===== src/design/spq_pkg.sv =====
// ----------------------------------------------------------------------------
// spq_pkg
// Shared types and codes for the stable priority queue: operation and status
// codes, the entry format and the per-cycle command broadcast to the cells.
// ----------------------------------------------------------------------------
`default_nettype none

package spq_pkg;

  localparam int ID_W   = 16;
  localparam int PRIO_W = 16;

  typedef enum logic [1:0] {
    OP_INSERT  = 2'd0,
    OP_POP     = 2'd1,
    OP_UPGRADE = 2'd2,
    OP_CLEAR   = 2'd3
  } op_t;

  typedef enum logic [2:0] {
    ST_OK        = 3'd0,
    ST_EMPTY     = 3'd1,
    ST_FULL      = 3'd2,
    ST_NOT_FOUND = 3'd3,
    ST_DOWNGRADE = 3'd4
  } status_t;

  typedef enum logic [0:0] {
    PH_IDLE   = 1'b0,
    PH_UPDATE = 1'b1
  } phase_t;

  // What every cell does on the update edge.
  //   MODE_INSERT    : make room at the insert point, slide the tail right
  //   MODE_POP       : everything slides left
  //   MODE_UPG_FRONT : front entry rewritten in place
  //   MODE_UPG_LEFT  : new spot at or before the match, fill the hole from the left
  //   MODE_UPG_RIGHT : same priority, entry moves behind its equals, fill from the right
  typedef enum logic [2:0] {
    MODE_HOLD      = 3'd0,
    MODE_INSERT    = 3'd1,
    MODE_POP       = 3'd2,
    MODE_UPG_FRONT = 3'd3,
    MODE_UPG_LEFT  = 3'd4,
    MODE_UPG_RIGHT = 3'd5
  } mode_t;

  typedef struct packed {
    logic [ID_W-1:0]   id;
    logic [PRIO_W-1:0] prio;
  } entry_t;

  typedef struct packed {
    mode_t  mode;
    entry_t ent;
  } cell_ctrl_t;

endpackage

`default_nettype wire


===== src/design/spq_cell.sv =====
// ----------------------------------------------------------------------------
// spq_cell
// One slot of the sorted row. Registers its entry, and on the compare edge
// whether it is occupied with priority <= the new one and whether its id
// matches. Passes the first-match flag and matched priority down the row and
// picks its next entry from its neighbors on the update edge.
// ----------------------------------------------------------------------------
`default_nettype none

module spq_cell
  import spq_pkg::*;
#(
  parameter int IDX   = 0,
  parameter int CNT_W = 5
) (
  input  wire logic              clk,
  input  wire logic              cmp_en,
  input  wire logic [ID_W-1:0]   cmp_id,
  input  wire logic [PRIO_W-1:0] cmp_prio,
  input  wire logic [CNT_W-1:0]  count,
  input  wire cell_ctrl_t        ctrl,
  input  wire entry_t            left_ent,
  input  wire logic              left_le,
  input  wire entry_t            right_ent,
  input  wire logic              right_le,
  input  wire logic              seen_in,
  input  wire logic [PRIO_W-1:0] fprio_in,
  output entry_t                 ent,
  output entry_t                 ent_next,
  output logic                   le,
  output logic                   seen_out,
  output logic [PRIO_W-1:0]      fprio_out
);

  logic match;
  logic occupied;

  assign occupied = (CNT_W'(IDX) < count);

  always_ff @(posedge clk) begin
    if (cmp_en) begin
      le    <= occupied && (ent.prio <= cmp_prio);
      match <= occupied && (ent.id == cmp_id);
    end
    ent <= ent_next;
  end

  assign seen_out  = seen_in | match;
  assign fprio_out = seen_in ? fprio_in : ent.prio;

  always_comb begin
    ent_next = ent;
    case (ctrl.mode)
      MODE_INSERT: begin
        if (!le) ent_next = left_le ? ctrl.ent : left_ent;
      end
      MODE_POP: begin
        ent_next = right_ent;
      end
      MODE_UPG_FRONT: begin
        if (match && !seen_in) ent_next = ctrl.ent;
      end
      MODE_UPG_LEFT: begin
        // only cells up to and including the match move
        if (!le && !seen_in) ent_next = left_le ? ctrl.ent : left_ent;
      end
      MODE_UPG_RIGHT: begin
        if (seen_in || match) begin
          if (right_le)  ent_next = right_ent;
          else if (le)   ent_next = ctrl.ent;
        end
      end
      default: ent_next = ent;
    endcase
  end

endmodule

`default_nettype wire


===== config.mk =====
export PLATFORM = sky130hd
export DESIGN_NAME = spq_cell
export DESIGN_NICKNAME = d
export VERILOG_FILES = /design/src/design/spq_pkg.sv /design/src/design/spq_cell.sv
export SDC_FILE = /design/constraint.sdc
export NUM_CORES = 1
export LEC_CHECK = 0
export BUFFER_PORTS_ARGS = -buffer_cell sky130_fd_sc_hd__clkbuf_2
export CORE_AREA = 3 3 112 114
export DETAILED_ROUTE_END_ITERATION = 16
export DIE_AREA = 0 0 115 117
export HOLD_SLACK_MARGIN = 0.06
export PLACE_DENSITY = 0.82
export SLEW_MARGIN = 25
export SYNTH_ARGS = -nofsm -noshare
export SYNTH_HDL_FRONTEND = slang
export SYNTH_SLANG_ARGS = --single-unit

===== constraint.sdc =====
create_clock -name clk -period 1.9 [get_ports clk]
set_input_delay 0.38 -clock clk [delete_from_list [all_inputs] [get_ports clk]]
set_output_delay 0.38 -clock clk [all_outputs]
set_load 0.005 [all_outputs]

==> flow_summary.yaml <==
grt:
  antenna_found_initial: 0
  grt_max_degree: 23
  grt_pass1_vias: 6101
  grt_overflow: 0
  grt_usage_pct: 28.02
  grt_pass1_wl_um: 30190
cts:
  cts.sinks: 34
  ctsRootBufferMaster: "clkbuf_16"
  cts_made_buffers: 5
  cts_hold_buf: 0
  clock_latency_ns: 0.29
  clk_path_buf_depth: 2
  cts_tree: "done"
  htree_levels: 2
  clk_pin_slew_worst_paths_ns: 0.06
power:
  p_leak_nw: 3.437
  powerDensity_nw_per_um2: 596.6
  ir_drop_mv: 0.5271
  finalPower_mw: 4.205
detailed_routing:
  drt_iter0_drc: 634
  wl_per_cell_um: 18.94
  totalWireLength_um: 19880
  viasPerCell: 5.903
  route.vias.total: 6198
  drc: 0
  ant_nets: 0
  dr.pass1.iters: 6
outcome:
  violations: "negative setup slack"
  status: "finished with violations"
placed_design:
  place_area_um2: 6644
  hpwl_um: 15730
  gp_congestion: 0.9985
  portBuffers: 238
  dp.cells: 1034
timing:
  max_freq_mhz: 395.4
  skew_ns: 0.002660
  timing.hold.ws_ns: 0.3329
  worst_pin_slew_ns: 0.3921
  slew_violations: 0
  rsz0062_at_grt: "true"
  finalCriticalPeriod_ns: 2.529
  finalCritPeriodShare_pct: 133.1
  maxSlewHeadroom_pct: 73.62
  tns_ns: -17.57
  finalSetupViolCount: 33
  hold_viol_final: 0
  setup_ws_ns: -0.6290
synthesis:
  syn_nets: 777
  ys_seq_elements: 34
  synth-async-reset-ratio_pct: 0
  synth.distinct_cells: 61
  synthesis.area_um2: 4641
  avgSynthCellArea_um2: 7.683
  synth-edff-count: 2
  yosysSeqAreaShare_pct: 15.10
  syn_inst: 604
  ys.flop_type: "dfxtp_1"
  synth_warnings: 0
setup_path:
  arrival_ns: 2.15
  crit_type: "reg -> out"
  critical_path.max_fanout: 4
  worstSetupEndpointType: "output pin"
  crit_required_ns: 1.52
  start_kind: "register"
floorplanning:
  die_h_um: 117
  core_area_um2: 11520
  initial_core_util_pct: 40.30
  die_area_um2: 13460
  std_cell_rows: 39
  die_w_um: 115
  io_pins: 239
layout:
  final_cell_area_um2: 7048
  fin_cells: 1050
  synthToLayoutAreaGrowth_pct: 51.87
  drive_gt1_share_pct: 46.86
  n_antenna_cell: 0
  fin_nets: 1079
  multi_input_area_um2: 3740
  ff_latch_area_um2: 700.7
  fillers: 1014
run:
  drv_cap: 0
worst_hold_path:
  hp-class: "in -> reg"
worst max-delay path, stage by stage (launching register included):
cell and delay [ns]:
edfxtp_1 0.40, nor2b_4 0.20, buf_4 0.16, mux2_2 0.34, a222oi_1 0.26, o221ai_1 0.19, a21boi_1 0.18, clkbuf_2 0.12
logic make-up (layout without fill, tap and decap cells):
family,count (synthesis),count (layout),share of synthesized area (%)
compound gates,240,240,35.29
simple gates,148,148,17.50
buf+inv,84,387,9.005
mux,65,65,15.58
flops,34,34,15.10
xor+xnor,17,17,3.208
fa+ha+maj,16,16,4.314
report_power, final:
group	internal (mW)	leakage, nW	switching [mW]
sequential	0.865	0.288	0.189
clock	0.489	0.0652	0.344
combinational	1.17	3.08	1.14
per-stage QoR:
stage / util, % / setup slack [ns]
3_5_place_dp: 57.69 / -0.4797
5_1_grt: 61.20 / -0.7458
4_1_cts: 59.55 / -0.6370
6_report: 61.20 / -0.6290
2_1_floorplan: - / -0.1349
3_3_place_gp: 57.69 / -0.4805
final timing paths:
path	startpoint	end	slack, ns	depth (start not counted)
hold / removal	cmp_en	le	0.33	1
setup reg to reg	match	ent[13]	-0.01	8
hold reg to reg	ent[24]	ent[24]	0.58	2
setup / recovery	match	ent_next[0]	-0.63	7
metal layers:
metal / vias up / wire length, um / global-route usage [%]
met5: - / 0 / 0
met4: 0 / 657 / 12.44
met3: 62 / 1592 / 4.833
met2: 356 / 9697 / 49.04
met1: 2872 / 7933 / 33.64
li1: 2908 / - / -
area by class of cell:
| cell class | instances | share of cell area (%) |
|---|---|---|
| repair buffers | 344 | 30.66 |
| multi-input cells | 486 | 53.06 |
| inverters | 35 | 1.864 |
| well taps | 143 | 2.539 |
| clock buffers | 8 | 1.935 |
| flip-flops and latches | 34 | 9.941 |
registers in the layout, indices dropped and copies added (netlist names):
register  flops
le            1
match         1
ent          32
timing repair:
item,4_1_cts,5_1_grt
pin swaps,11,20
setup buffers,2,8
gates resized for setup,16,42
endpoints found under the setup margin,32,47
Yosys cell counts (3+ instances only):
cell | number | share of area, %
nor3b_1 | 13 | 2.1
nor2b_1 | 26 | 3.5
xor2_1 | 13 | 2.5
mux2i_1 | 31 | 6.7
o21ai_0 | 50 | 5.4
nand2b_1 | 12 | 1.6
o32a_1 | 6 | 1.3
clkbuf_1 | 15 | 1.2
nand3_1 | 9 | 0.97
xnor2_1 | 4 | 0.75
nor4_1 | 3 | 0.40
o21bai_1 | 7 | 1.1
nand2_1 | 42 | 3.4
o21a_1 | 13 | 2.1
buf_6 | 4 | 0.97
buf_2 | 23 | 2.5
or3_1 | 3 | 0.40
dfxtp_1 | 32 | 14
mux2_1 | 3 | 0.73
mux2_4 | 8 | 2.6
o221ai_1 | 21 | 4.0
a222oi_1 | 19 | 4.1
or4_1 | 3 | 0.49
inv_1 | 34 | 2.8
o22ai_1 | 18 | 2.4
a21o_1 | 5 | 0.81
o211ai_1 | 3 | 0.49
nor2_1 | 19 | 1.5
a21boi_1 | 14 | 2.3
a31oi_1 | 7 | 0.94
a22oi_1 | 3 | 0.49
nand4_1 | 5 | 0.67
o22a_1 | 7 | 1.3
a211o_1 | 4 | 0.75
ha_1 | 16 | 4.3
mux2_2 | 23 | 5.6
buf_4 | 3 | 0.49
a21oi_1 | 53 | 5.7
layout by cell type (no fill, tap or decap), drive strengths merged, types with 19 or more instances in the layout:
cell type,synthesis,routed
nor2,19,19
nand2,42,42
inv,34,34
o22ai,19,19
o221ai,21,21
o21ai,51,51
nor2b,27,27
buf,34,111
mux2,34,34
mux2i,31,31
a222oi,19,19
a21oi,53,53
clkbuf,15,241
dfxtp,32,32
Power figures use the tool's default switching activity.
